File: config.mk
export PLATFORM = sky130hd
export DESIGN_NAME = spoken_time_playlist_sequencer
export DESIGN_NICKNAME = d
export VERILOG_FILES = /design/src/sv/stpl_pkg.sv /design/src/sv/stpl_front.sv /design/src/sv/stpl_fifo.sv /design/src/sv/stpl_back.sv /design/src/sv/spoken_time_playlist_sequencer.sv
export SDC_FILE = /design/constraint.sdc
export NUM_CORES = 1
export LEC_CHECK = 0
export BUFFER_PORTS_ARGS = -buffer_cell sky130_fd_sc_hd__buf_4
export CAP_MARGIN = 40
export CORE_ASPECT_RATIO = 0.6
export CORE_MARGIN = 2
export CORE_UTILIZATION = 35
export CTS_CLUSTER_SIZE = 28
export DETAILED_ROUTE_END_ITERATION = 10
export PLACE_DENSITY = 0.57
export RECOVER_POWER = 25
export SLEW_MARGIN = 10
export SYNTH_ARGS = -nofsm -noshare
export SYNTH_HDL_FRONTEND = slang
export SYNTH_SLANG_ARGS = --single-unit
export TNS_END_PERCENT = 1
File: constraint.sdc
create_clock -name clk -period 8.6 [get_ports clk]
set_input_delay 1.72 -clock clk [delete_from_list [all_inputs] [get_ports clk]]
set_output_delay 1.72 -clock clk [all_outputs]
set_load 0.1 [all_outputs]
File: src/sv/stpl_pkg.sv
`timescale 1ns / 1ps
`default_nettype none

package stpl_pkg;

    // Default queue depth of the playlist store
    localparam int QUEUE_DEPTH_DEF = 10;
    // Longest playlist that one announcement can produce
    localparam int PLAYLIST_MAX    = 10;
    // Completion pattern: two replies of this length back to back
    localparam int REPLY_LEN       = 10;
    localparam int REPLY_TOTAL     = 2 * REPLY_LEN;

    localparam logic [7:0] FRM_START    = 8'h7E;
    localparam logic [7:0] FRM_VERSION  = 8'hFF;
    localparam logic [7:0] FRM_LENGTH   = 8'h06;
    localparam logic [7:0] FRM_END      = 8'hEF;
    localparam logic [7:0] FRM_CMD_PLAY = 8'h0F;
    localparam logic [7:0] FRM_CMD_VOL  = 8'h06;
    localparam logic [7:0] FRM_CMD_DONE = 8'h3D;

    localparam logic [7:0] SND_PROMPT   = 8'd91;
    localparam logic [7:0] SND_HOUR_OFS = 8'd100;
    localparam logic [7:0] SND_TEN      = 8'd10;
    localparam logic [7:0] SND_HOURS    = 8'd11;
    localparam logic [7:0] SND_MINUTES  = 8'd12;
    localparam logic [7:0] SND_NOW      = 8'd13;
    localparam logic [7:0] SND_TIME_IS  = 8'd14;
    localparam logic [7:0] SND_ZERO     = 8'd0;
    localparam logic [7:0] HOURLY_FOLDER = 8'd11;
    localparam logic [4:0] HOUR_NONE    = 5'd25;

    typedef enum logic [1:0] {
        CMD_SPEAK  = 2'd0,
        CMD_TICK   = 2'd1,
        CMD_RX     = 2'd2,
        CMD_VOLUME = 2'd3
    } cmd_e_t;

    typedef enum logic [1:0] {
        REG_MODE   = 2'd0,
        REG_FOLDER = 2'd1,
        REG_VOLUME = 2'd2,
        REG_NONE   = 2'd3
    } reg_e_t;

    typedef struct packed {
        logic [1:0] command;
        logic [4:0] hour;
        logic [5:0] minute;
        logic [7:0] rx_byte;
    } in_item_t;

    typedef struct packed {
        logic [7:0] tx_byte;
        logic       frame_last;
    } out_item_t;

    // One outgoing frame: command byte and the two data bytes
    typedef struct packed {
        logic [7:0] cmd;
        logic [7:0] hi;
        logic [7:0] lo;
    } frame_req_t;

    typedef struct packed {
        logic [3:0]                  len;
        logic [PLAYLIST_MAX-1:0][7:0] snd;
    } playlist_t;

    function automatic logic [2:0] tens_of(input logic [5:0] v);
        logic [2:0] t;
        if (v >= 6'd60)      t = 3'd6;
        else if (v >= 6'd50) t = 3'd5;
        else if (v >= 6'd40) t = 3'd4;
        else if (v >= 6'd30) t = 3'd3;
        else if (v >= 6'd20) t = 3'd2;
        else if (v >= 6'd10) t = 3'd1;
        else                 t = 3'd0;
        return t;
    endfunction

    function automatic logic [3:0] units_of(input logic [5:0] v, input logic [2:0] t);
        logic [5:0] r;
        r = v - 6'(t) * 6'd10;
        return r[3:0];
    endfunction

    function automatic playlist_t build_playlist(input logic real_mode,
                                                 input logic [4:0] h,
                                                 input logic [5:0] m);
        playlist_t  pl;
        logic [3:0] n;
        logic [2:0] ht;
        logic [3:0] hu;
        logic [2:0] mt;
        logic [3:0] mu;
        pl.snd = '0;
        n      = 4'd0;
        ht     = tens_of({1'b0, h});
        hu     = units_of({1'b0, h}, ht);
        mt     = tens_of(m);
        mu     = units_of(m, mt);
        if (real_mode) begin
            pl.snd[0] = SND_PROMPT;
            pl.snd[1] = SND_HOUR_OFS + 8'(h);
            pl.snd[2] = 8'(m);
            n = 4'd3;
        end else begin
            pl.snd[0] = SND_NOW;
            pl.snd[1] = SND_TIME_IS;
            n = 4'd2;
            if (h <= 5'd10) begin
                pl.snd[n] = 8'(h); n = n + 4'd1;
            end else begin
                if (h >= 5'd20) begin
                    pl.snd[n] = 8'(ht); n = n + 4'd1;
                end
                pl.snd[n] = SND_TEN; n = n + 4'd1;
                if (hu != 4'd0) begin
                    pl.snd[n] = 8'(hu); n = n + 4'd1;
                end
            end
            pl.snd[n] = SND_HOURS; n = n + 4'd1;
            if (m < 6'd10) begin
                pl.snd[n] = SND_ZERO; n = n + 4'd1;
                if (m != 6'd0) begin
                    pl.snd[n] = 8'(m); n = n + 4'd1;
                end
            end else begin
                pl.snd[n] = 8'(mt); n = n + 4'd1;
                pl.snd[n] = SND_TEN; n = n + 4'd1;
                if (m > 6'd10 && mu != 4'd0) begin
                    pl.snd[n] = 8'(mu); n = n + 4'd1;
                end
            end
            pl.snd[n] = SND_MINUTES; n = n + 4'd1;
        end
        pl.len = n;
        return pl;
    endfunction

    // Completion pattern byte; zero marks a wildcard
    function automatic logic [7:0] reply_byte(input logic [4:0] idx);
        logic [4:0] p;
        logic [7:0] b;
        p = (idx >= 5'(REPLY_LEN)) ? idx - 5'(REPLY_LEN) : idx;
        unique case (p)
            5'd0:    b = FRM_START;
            5'd1:    b = FRM_VERSION;
            5'd2:    b = FRM_LENGTH;
            5'd3:    b = FRM_CMD_DONE;
            5'd9:    b = FRM_END;
            default: b = 8'h00;
        endcase
        return b;
    endfunction

    function automatic logic [7:0] frame_byte(input frame_req_t req, input logic [2:0] pos);
        logic [7:0] b;
        unique case (pos)
            3'd0:    b = FRM_START;
            3'd1:    b = FRM_VERSION;
            3'd2:    b = FRM_LENGTH;
            3'd3:    b = req.cmd;
            3'd4:    b = 8'h00;
            3'd5:    b = req.hi;
            3'd6:    b = req.lo;
            default: b = FRM_END;
        endcase
        return b;
    endfunction

endpackage

File: src/sv/stpl_front.sv
`timescale 1ns / 1ps
`default_nettype none

module stpl_front #(
    parameter int QUEUE_DEPTH = stpl_pkg::QUEUE_DEPTH_DEF
) (
    input  wire                  clk,
    input  wire                  rst_n,
    input  wire                  accept,
    input  stpl_pkg::in_item_t   item,
    input  wire                  cfg_we,
    input  wire  [1:0]           cfg_index,
    input  wire  [7:0]           cfg_data,
    output logic                 req_push,
    output stpl_pkg::frame_req_t req
);
    import stpl_pkg::*;

    localparam int IDX_W  = $clog2(QUEUE_DEPTH);
    localparam int CNT_W  = $clog2(QUEUE_DEPTH + 1);
    localparam int LOAD_N = (QUEUE_DEPTH < PLAYLIST_MAX) ? QUEUE_DEPTH : PLAYLIST_MAX;

    logic [7:0]       queue_mem [QUEUE_DEPTH];
    logic [CNT_W-1:0] count_reg, count_next;
    logic [CNT_W-1:0] play_reg, play_next;
    logic [4:0]       match_reg, match_next;
    logic [4:0]       last_hour_reg, last_hour_next;
    logic             override_reg, override_next;
    logic             mode_reg;
    logic [7:0]       folder_reg;
    logic [4:0]       volume_reg;

    logic             do_speak;
    logic             eff_mode;
    logic             eff_override;
    logic [7:0]       eff_folder;
    playlist_t        plist;
    logic [4:0]       match_idx;
    logic [7:0]       pat;
    logic [CNT_W-1:0] plist_cnt;

    always_comb
    begin
        count_next     = count_reg;
        play_next      = play_reg;
        match_next     = match_reg;
        last_hour_next = last_hour_reg;
        override_next  = override_reg;
        do_speak       = 1'b0;
        req_push       = 1'b0;
        req            = '{cmd: FRM_CMD_PLAY, hi: 8'h00, lo: 8'h00};
        match_idx      = (match_reg >= 5'(REPLY_TOTAL)) ? 5'd0 : match_reg;
        pat            = reply_byte(match_idx);

        if (accept) begin
            unique case (cmd_e_t'(item.command))
                CMD_SPEAK:
                begin
                    do_speak = 1'b1;
                end
                CMD_TICK:
                begin
                    if (item.minute == 6'd0 && item.hour != last_hour_reg) begin
                        do_speak       = 1'b1;
                        override_next  = 1'b1;
                        last_hour_next = item.hour;
                    end
                end
                CMD_RX:
                begin
                    if (pat == 8'h00 || item.rx_byte == pat) begin
                        if (match_idx == 5'(REPLY_TOTAL - 1)) begin
                            match_next = 5'd0;
                            if (play_reg < count_reg && play_reg < CNT_W'(QUEUE_DEPTH)) begin
                                req_push  = 1'b1;
                                req.lo    = queue_mem[play_reg[IDX_W-1:0]];
                                play_next = play_reg + CNT_W'(1);
                            end
                        end else begin
                            match_next = match_idx + 5'd1;
                        end
                    end else begin
                        match_next = 5'd0;
                    end
                end
                CMD_VOLUME:
                begin
                    req_push = 1'b1;
                    req.cmd  = FRM_CMD_VOL;
                    req.lo   = {3'b000, volume_reg};
                end
                default:
                begin
                    req_push = 1'b0;
                end
            endcase
        end

        // The hourly override takes effect on the very announcement that sets it
        eff_override = override_next;
        eff_mode     = eff_override | mode_reg;
        eff_folder   = eff_override ? HOURLY_FOLDER : folder_reg;
        plist        = build_playlist(eff_mode, item.hour, item.minute);
        plist_cnt    = (CNT_W'(plist.len) > CNT_W'(QUEUE_DEPTH)) ? CNT_W'(QUEUE_DEPTH)
                                                                 : CNT_W'(plist.len);
        if (do_speak) begin
            count_next = plist_cnt;
            play_next  = CNT_W'(1);
            match_next = 5'd0;
            req_push   = 1'b1;
            req.lo     = plist.snd[0];
        end
        if (req.cmd == FRM_CMD_PLAY) begin
            req.hi = eff_folder;
        end
    end

    always_ff @(posedge clk or negedge rst_n)
    begin
        if (!rst_n) begin
            count_reg     <= '0;
            play_reg      <= '0;
            match_reg     <= '0;
            last_hour_reg <= HOUR_NONE;
            override_reg  <= 1'b0;
            mode_reg      <= 1'b0;
            folder_reg    <= 8'd0;
            volume_reg    <= 5'd18;
        end else begin
            count_reg     <= count_next;
            play_reg      <= play_next;
            match_reg     <= match_next;
            last_hour_reg <= last_hour_next;
            override_reg  <= override_next;
            if (cfg_we) begin
                unique case (reg_e_t'(cfg_index))
                    REG_MODE:   mode_reg   <= cfg_data[0];
                    REG_FOLDER: folder_reg <= cfg_data;
                    REG_VOLUME: volume_reg <= cfg_data[4:0];
                    default:    mode_reg   <= mode_reg;
                endcase
            end
        end
    end

    // Load the playlist in parallel on a speak, up to the queue depth
    always_ff @(posedge clk)
    begin
        if (do_speak) begin
            for (int i = 0; i < LOAD_N; i++) begin
                queue_mem[i] <= plist.snd[i];
            end
        end
    end

endmodule

`default_nettype wire

File: src/sv/stpl_fifo.sv
`timescale 1ns / 1ps
`default_nettype none

module stpl_fifo (
    input  wire                  clk,
    input  wire                  rst_n,
    input  wire                  wr_en,
    input  stpl_pkg::frame_req_t wr_data,
    output logic                 fifo_full,
    input  wire                  rd_en,
    output logic                 rd_valid,
    output stpl_pkg::frame_req_t rd_data
);
    import stpl_pkg::*;

    frame_req_t slot_reg [2];
    logic       wr_ptr_reg, wr_ptr_next;
    logic       rd_ptr_reg, rd_ptr_next;
    logic [1:0] fill_reg, fill_next;

    always_comb
    begin
        fifo_full   = (fill_reg == 2'd2);
        rd_valid    = (fill_reg != 2'd0);
        rd_data     = slot_reg[rd_ptr_reg];
        wr_ptr_next = wr_ptr_reg ^ wr_en;
        rd_ptr_next = rd_ptr_reg ^ rd_en;
        fill_next   = fill_reg + {1'b0, wr_en} - {1'b0, rd_en};
    end

    always_ff @(posedge clk or negedge rst_n)
    begin
        if (!rst_n) begin
            wr_ptr_reg <= 1'b0;
            rd_ptr_reg <= 1'b0;
            fill_reg   <= 2'd0;
        end else begin
            wr_ptr_reg <= wr_ptr_next;
            rd_ptr_reg <= rd_ptr_next;
            fill_reg   <= fill_next;
        end
    end

    always_ff @(posedge clk)
    begin
        if (wr_en) begin
            slot_reg[wr_ptr_reg] <= wr_data;
        end
    end

endmodule

`default_nettype wire

File: src/sv/stpl_back.sv
`timescale 1ns / 1ps
`default_nettype none

module stpl_back (
    input  wire                  clk,
    input  wire                  rst_n,
    input  wire                  req_valid,
    input  stpl_pkg::frame_req_t req,
    output logic                 req_done,
    output logic                 empty,
    input  wire                  pop,
    output stpl_pkg::out_item_t  result
);
    import stpl_pkg::*;

    logic [2:0] pos_reg, pos_next;
    logic       valid_reg, valid_next;
    out_item_t  out_reg;
    logic       load;

    always_comb
    begin
        load       = req_valid && (!valid_reg || pop);
        req_done   = load && (pos_reg == 3'd7);
        pos_next   = load ? pos_reg + 3'd1 : pos_reg;
        valid_next = load ? 1'b1 : (pop ? 1'b0 : valid_reg);
        empty      = !valid_reg;
        result     = out_reg;
    end

    always_ff @(posedge clk or negedge rst_n)
    begin
        if (!rst_n) begin
            pos_reg   <= 3'd0;
            valid_reg <= 1'b0;
        end else begin
            pos_reg   <= pos_next;
            valid_reg <= valid_next;
        end
    end

    always_ff @(posedge clk)
    begin
        if (load) begin
            out_reg.tx_byte    <= frame_byte(req, pos_reg);
            out_reg.frame_last <= (pos_reg == 3'd7);
        end
    end

endmodule

`default_nettype wire

File: src/sv/spoken_time_playlist_sequencer.sv
`timescale 1ns / 1ps
`default_nettype none

// Channel   Signals                              Transfer when
// command   push, full, request                  push && !full
// result    empty, pop, result                   pop && !empty
// config    cfg_valid, cfg_ready, cfg_index/data cfg_valid && cfg_ready
//
// Each command is taken by the front end when it transfers; a command that sends a frame
// yields 8 result bytes, one per cycle from the byte serializer while pop is held and
// frames are queued. The two-entry frame queue sets how far the front runs ahead.
// Reset clears all control state; playlist entries are undefined until a speak.
// A stalled pop holds the current byte; full rises only when the frame queue is full.

module spoken_time_playlist_sequencer #(
    parameter int QUEUE_DEPTH = stpl_pkg::QUEUE_DEPTH_DEF
) (
    input  wire                 clk,
    input  wire                 rst_n,
    input  wire                 push,
    output logic                full,
    input  stpl_pkg::in_item_t  request,
    output logic                empty,
    input  wire                 pop,
    output stpl_pkg::out_item_t result,
    input  wire                 cfg_valid,
    output logic                cfg_ready,
    input  wire  [1:0]          cfg_index,
    input  wire  [7:0]          cfg_data
);
    import stpl_pkg::*;

    logic       accept;
    logic       fifo_full;
    logic       req_push;
    frame_req_t req_in;
    logic       req_valid;
    frame_req_t req_head;
    logic       req_done;

    // Configuration writes are always taken
    assign cfg_ready = 1'b1;
    // Hold off commands while the frame queue has no room
    assign full      = fifo_full;
    assign accept    = push && !fifo_full;

    // Front end: decode commands, keep the playlist and reply matcher
    stpl_front #(
        .QUEUE_DEPTH (QUEUE_DEPTH)
    ) u_front (
        .clk       (clk),
        .rst_n     (rst_n),
        .accept    (accept),
        .item      (request),
        .cfg_we    (cfg_valid),
        .cfg_index (cfg_index),
        .cfg_data  (cfg_data),
        .req_push  (req_push),
        .req       (req_in)
    );

    // Decouple decode from byte serialization
    stpl_fifo u_fifo (
        .clk       (clk),
        .rst_n     (rst_n),
        .wr_en     (req_push),
        .wr_data   (req_in),
        .fifo_full (fifo_full),
        .rd_en     (req_done),
        .rd_valid  (req_valid),
        .rd_data   (req_head)
    );

    // Back end: advance through the eight frame bytes into the output register
    stpl_back u_back (
        .clk       (clk),
        .rst_n     (rst_n),
        .req_valid (req_valid),
        .req       (req_head),
        .req_done  (req_done),
        .empty     (empty),
        .pop       (pop),
        .result    (result)
    );

endmodule

`default_nettype wire

# --- Word level (Yosys, flattened, before mapping) ---
# Memories as Yosys holds them, arrays and structs flattened.
# Cells that the tools add are included.
word_totals:
  regBits: 50
  ramBits: 128
  in_bits: 36
  output_inout_bits: 12
  elab_cells: 248
  memories: 2
mem_list:
  columns: ["memory", "words", "width", "read_ports", "rd_ports_with_merged_regs", "write_ports", "line_no", "source"]
  rows:
  - ["u_front.queue_mem", 10, 8, 1, 0, 10, "stpl_front.sv:23", "logic [7:0] queue_mem [QUEUE_DEPTH];"]
  - ["u_fifo.slot_reg", 2, 24, 1, 0, 1, "stpl_fifo.sv:16", "frame_req_t slot_reg [2];"]
classes:
  addsub: 16
  n_mul: 2
  order_cmp: 35
  eq_ne: 21
  mux: 101
  bitwise: 17
  reduce_logical: 39
op_table:
  columns: ["op", "count"]
  rows:
  - ["80-bit 2-to-1 mux", 5]
  - ["80-bit bitwise mux", 4]
  - ["8-bit demux with 4-bit select", 7]
  - ["60-bit NOT", 3]
  - ["56-bit 2-to-1 mux", 3]
  - ["8-bit 2-to-1 mux", 19]
  - ["60-bit AND", 2]
  - ["80-bit AND", 1]
  - ["80-bit NOT", 1]
  - ["4-bit 2-to-1 mux", 18]
  - ["18-bit by 60-bit AND with 60-bit output", 1]
  - ["8-bit one-hot mux with 7 select lines", 1]
  - ["50-bit AND", 1]
  - ["50-bit NOT", 1]
  - ["20-bit OR", 2]
  - ["8-bit one-hot mux with 5 select lines", 1]
  - ["4-bit by 5-bit less-than comparator with 1-bit output (second input constant)", 7]
  - ["5-bit 2-to-1 mux", 7]
  - ["3-bit 2-to-1 mux", 11]
  - ["4-bit by 1-bit adder with 4-bit output (second input constant)", 8]
  - ["16-bit 2-to-1 mux", 2]
  - ["30-bit OR", 1]
  - ["4-bit by 1-bit greater-or-equal comparator with 1-bit output (second input constant)", 7]
  - ["24-bit 2-to-1 mux", 1]
  - ["other kinds (52)", 117]

# --- Logic depth before layout (Yosys ltp) ---
logic_depth:
  word_depth: 28
  depth_mapped: 27
  mapped_depth_nobuf: 24

# --- By module ---
# From an unflattened synthesis, not the netlist that was laid out.
unflattened:
  hier_cells: 940
  area_unflattened_um2: 9997.1
by_module_without_submodules:
  columns: ["module", "instances", "cells_per_inst", "area_per_inst_um2", "seq_area_each_um2"]
  rows:
  - ["stpl_front", 1, 778, 7175.6, 2723.9]
  - ["stpl_fifo", 1, 91, 2044.5, 1541.5]
  - ["stpl_back", 1, 68, 752.0, 370.4]
  - ["spoken_time_playlist_sequencer", 1, 3, 25.0, 0.0]

# --- Worst setup path after synthesis ---
# No wires, ideal clock.
synth_path:
  path_type: "input -> register"
  from: "input request[16] in the netlist's numbering"
  to: "memory u_fifo.slot_reg[0][2] in the netlist's numbering, data pin"
  t_arrival_ns: 6.315
  slack_ns: 2.019
  path_stages: 25
  path_buffers: 3
  path_cell_list: "clkbuf_1 inv_1 ha_1 and3b_1 nor2b_1 a221o_1 ha_1 inv_1 ha_1 and3_1 a211oi_1 nor4b_1 ha_1 nand2b_1 clkbuf_1 inv_1 ha_1 xnor2_1 inv_1 a31oi_1 clkbuf_1 o31ai_1 a311oi_1 a21oi_1 a211o_1"
synth_lines:
  columns: ["element", "line_no", "source"]
  rows:
  - ["start, declared", "spoken_time_playlist_sequencer.sv:22", "input stpl_pkg::in_item_t request,"]
  - ["end, declared", "stpl_fifo.sv:16", null]

# --- Final worst setup path ---
layout_path:
  from: "input request[16] in the netlist's numbering"
  to: "register u_front.count_reg[1]"
layout_via:
  elab_chain_len: 24
  word_cells_on_any_way: 46
  cone_classes: "8 x add/sub; 1 x mul; 9 x order compare; 1 x eq/ne; 24 x mux; 1 x bitwise; 2 x reduce/logical"
layout_lines:
  columns: ["element", "line_no", "source"]
  rows:
  - ["5-bit by 4-bit greater-or-equal comparator with 1-bit output", "stpl_pkg.sv:78", "else if (v >= 6'd10) t = 3'd1;"]
  - ["1-bit 2-to-1 mux", "stpl_pkg.sv:78", null]
  - ["3-bit 2-to-1 mux", "stpl_pkg.sv:77", "else if (v >= 6'd20) t = 3'd2;"]
  - ["3-bit 2-to-1 mux", "stpl_pkg.sv:76", "else if (v >= 6'd30) t = 3'd3;"]
  - ["3-bit 2-to-1 mux", "stpl_pkg.sv:75", "else if (v >= 6'd40) t = 3'd4;"]
  - ["3-bit 2-to-1 mux", "stpl_pkg.sv:74", "else if (v >= 6'd50) t = 3'd5;"]
  - ["3-bit 2-to-1 mux", "stpl_pkg.sv:73", "if (v >= 6'd60) t = 3'd6;"]
  - ["3-bit by 3-bit multiplier with 3-bit output", "stpl_pkg.sv:85", "r = v - 6'(t) * 6'd10;"]
  - ["(+8 left out)", null, null]
  - ["4-bit by 1-bit adder with 4-bit output", "stpl_pkg.sv:134", "pl.snd[n] = 8'(mu); n = n + 4'd1;"]
  - ["4-bit 2-to-1 mux", "stpl_pkg.sv:133", "if (m > 6'd10 && mu != 4'd0) begin"]
  - ["4-bit 2-to-1 mux", "stpl_pkg.sv:125", "if (m < 6'd10) begin"]
  - ["4-bit 2-to-1 mux", "stpl_pkg.sv:104", "if (real_mode) begin"]
  - ["4-bit by 1-bit adder with 4-bit output", "stpl_pkg.sv:137", "pl.snd[n] = SND_MINUTES; n = n + 4'd1;"]
  - ["4-bit 2-to-1 mux", "stpl_pkg.sv:104", null]
  - ["4-bit greater-than comparator", "stpl_front.sv:104", "plist_cnt = (CNT_W'(plist.len) > CNT_W'(QUEUE_DEPTH)) ? CNT_W'(QUEUE_DEPTH)"]
  - ["4-bit 2-to-1 mux", "stpl_front.sv:104", null]
  - ["end signal, assigned", "stpl_front.sv:130", "count_reg <= count_next;"]
  - ["end, declared", "stpl_front.sv:24", "logic [CNT_W-1:0] count_reg, count_next;"]
# Parallel ways exist; a longest one is shown, timed or not. The select of a mux whose other input is x is not followed.
# A chain may end at the register's enable or synchronous reset.

==> summary.md <==
| Metric | Value |
|---|---|
| Slowest-stage cell, CP | `ha_1` |
| Top cell by count, worst path | `ha_1` |
| Crit. End Element | `register` |
| Final Util | `41.2%` |
| Synth Flop Type | `edfxtp_1` |
| Critical Path Start Type | `input pin` |
| Die Y | `130 µm` |
| Clock transition at path regs | `0.06 ns` |
| Sw Ratio | `38.1%` |
| Setup slack after layout | `1.41 ns` |
| Port Buffers | `46` |
| Largest register FFs | `63` |
| DRC viols | `0` |
| Post-CTS Setup Bufs | `0` |
| Top post-synthesis cells by area | `edfxtp_1, dfrtp_1, ha_1, mux2_2, a21oi_1` |
| Worst Path Required | `8.90 ns` |
| Num CTS Buffers | `17` |
| Cell Chain, Critical Path | `buf_4 -> inv_1 -> ha_1 -> and3b_1 -> nor2b_1 -> a221o_1 -> ha_1 -> inv_1 -> ha_1 -> a21oi_1 -> a211oi_1 -> nor4b_1 -> ha_1 -> nand2b_1 -> inv_1 -> ha_1 -> nand2_1 -> a31o_2 -> a41o_1 -> or2_2 -> or3_1 -> or3_1 -> o2111a_1` |
| I/O pins | `48` |
| CTS tree | `built` |
| Min Tclk post-route | `7.19 ns` |
| Hold violation total from the final report | `0` |
| Overall power | `2750 µW` |
| Post-synthesis compound-gate area fraction | `17.7%` |
| Main combinational cell family by area after synthesis | `compound AO/OA/AOI/OAI gates` |
| Worst-skew pair later-pin latency | `0.42 ns` |
| Routed WL | `25,800 µm` |
| First-iteration detailed-routing DRC count | `1,041` |
| Ys async rst share | `27.9%` |
| Number of synthesized flops with an enable pin | `106` |
| CORE AREA | `0.0256 mm²` |
| Clock Sinks | `147` |
| First-pass GRT wire length | `40,400 µm` |
| Final Slew Violations | `42` |
| Worst Setup Path Type | `in2reg` |
| Post-Synthesis Cells | `910` |
| Clock Power Share | `28.6%` |
| Fin Setup TNS | `0 ns` |
| Die area | `0.0277 mm²` |
| Longest Clk Path Bufs | `2` |
| Antenna-violating nets left | `0` |
| Drt wl/cell | `19.7 µm` |
| Register share of total power | `34.9%` |
| Status | `finished with violations` |
| Area growth, synth to finish | `14.2%` |
| Maximum vdd drop | `0.156 mV` |
| Nets | `1,018` |
| Synthesized area | `0.00921 mm²` |
| Number of synthesized register bits | `147` |
| Routed vias | `7,336` |
| Pwr Density | `262 mW/mm²` |
| Post-synthesis sequential area ratio | `45.7%` |
| Synth top area share | `34.5%` |
| Violated checks | `max-capacitance violations, max-slew violations` |
| All-Layer GR Usage | `19.3%` |
| Post-Synth Adder-Cell Area | `5.38%` |
| Routability cong. | `0.908` |
| Drt pass-1 iters | `8` |
| Slew headroom | `-55.6%` |
| Logic gate share of total power | `36.6%` |
| Post-DP HPWL | `18,900 µm` |
| Worst Path Max Fanout | `22` |
| Grt ovf | `0` |
| Register area | `0.00422 mm²` |
| Buf/Inv on CP | `4` |
| Most common cell after layout, fill and taps aside | `edfxtp_1` |
| Clock root buffer | `clkbuf_16` |
| CP peak stage delay | `0.70 ns` |
| CTS Hold Buffers Added | `0` |
| Initial antenna violation count | `1` |
| Yosys cell types | `82` |
| Slew @ Worst Pin | `2.33 ns` |
| Row count | `45` |
| Starting density of the core | `36.0%` |
| RSZ-0062 raised after global routing | `no` |
| Area leader, netlist | `edfxtp_1` |
| H-tree level count | `4` |
| Fmax | `139 MHz` |
| Sw power | `1050 µW` |
| DP Worst Slack | `1.15 ns` |
| Share of cells above drive strength 1 | `15.2%` |
| Static Leak | `0.00401 µW` |
| Commonest cells after routing, fill and taps aside | `edfxtp_1, nand2_1, nor2_1` |
| Synth Area in XOR/XNOR | `1.60%` |
| Fin Clk Skew | `0.0103 ns` |
| Final setup vio count | `0` |
| Largest net degree at the start of global routing | `56` |
| # diodes | `0` |
| Internal power | `1700 µW` |
| Cell family with most CP delay | `simple AND/OR/NAND/NOR gates` |
| Die W | `213 µm` |
| FILL cells | `2,453` |
| Synth Area in Simple Gates | `15.7%` |
| Crit share post-route | `83.6%` |
| Yosys warns | `0` |
| Hold WC Path Type | `reg2reg` |
| Post-CTS sizing | `0` |
| Area occupied by multi-input gates | `0.00464 mm²` |
| Syn_area_per_cell | `10.1 µm²` |
| Arrival time at the worst endpoint | `7.49 ns` |
| Total of max-cap violations | `1` |
| Mux share of post-synthesis cell area | `9.27%` |
| Number of global-route vias before repair | `6,820` |
| Vias/cell | `5.61` |
## final timing paths
check / start / slack, ns / depth (start not counted) / to
setup / recovery: request[16] / 1.41 / 23 / u_front.count_reg[1]$_DFFE_PN0P_
hold / removal: u_front.volume_reg[2]$_DFFE_PN0P_ / 0.50 / 1 / u_front.volume_reg[2]$_DFFE_PN0P_
setup reg to reg: u_front.match_reg[4]$_DFFE_PN0P_ / 3.57 / 14 / u_fifo.slot_reg[0][9]$_DFFE_PP_
hold reg to reg: u_front.volume_reg[2]$_DFFE_PN0P_ / 0.50 / 1 / u_front.volume_reg[2]$_DFFE_PN0P_
max in group asynchronous: rst_n / 5.27 / 1 / u_front.count_reg[1]$_DFFE_PN0P_
min in group asynchronous: rst_n / 2.00 / 1 / u_front.match_reg[1]$_DFFE_PN0P_
## power by group through the flow
stage	Sequential (µW)	Combinational, µW	Clock, µW
6_report	959	1010	787
3_3_place_gp	974	991	0
3_5_place_dp	973	995	0
2_1_floorplan	1120	575	0
5_1_grt	971	1090	833
4_1_cts	959	1000	799
## stage by stage
stage                     hold slack (ns)  cells  instance area [µm²]
after floorplan                     0.468    924                 9270
after global placement              0.482   1272                 9890
after detailed placement            0.488   1276                 9920
after CTS                           0.502   1308                10500
after global routing                0.528   1308                10500
final                               0.503   1308                10500
## synthesized netlist by cell type, types with 9 or more instances
library cell	instances
nor2b_1	12
ha_1	38
and3_1	13
o21ai_0	54
mux4_2	12
xnor2_1	9
nor3_1	15
nand2_1	76
inv_1	43
mux2_2	27
mux2i_1	28
a31oi_1	17
a211oi_1	13
edfxtp_1	106
and2_1	17
nand2b_1	13
a21oi_1	60
dfrtp_1	36
nor2_1	72
clkbuf_1	49
nand3_1	22
## per-layer routing
metal / GRT usage [%] / routed length, µm
met4: 2.70 / 82
met3: 6.69 / 2730
met5: 0 / 0
met1: 31.4 / 13300
met2: 24.1 / 9650
## layout make-up
class,count,area share [%]
inverters,45,1.61
clock buffers,18,4.08
multi-input cells,672,44.1
well taps,352,4.19
repair buffers,60,4.08
clock inverters,14,1.87
flip-flops and latches,147,40.1
## cell families after synthesis
kind of cell | Yosys count
xor gates and xnor gates | 16
AOI/OAI and AO/OA | 247
buffers and inverters | 105
DFF | 147
adders and majority gates | 39
and+or+nand+nor | 287
other | 2
muxes | 67
No activity file was read; power rests on OpenSTA's default activity.
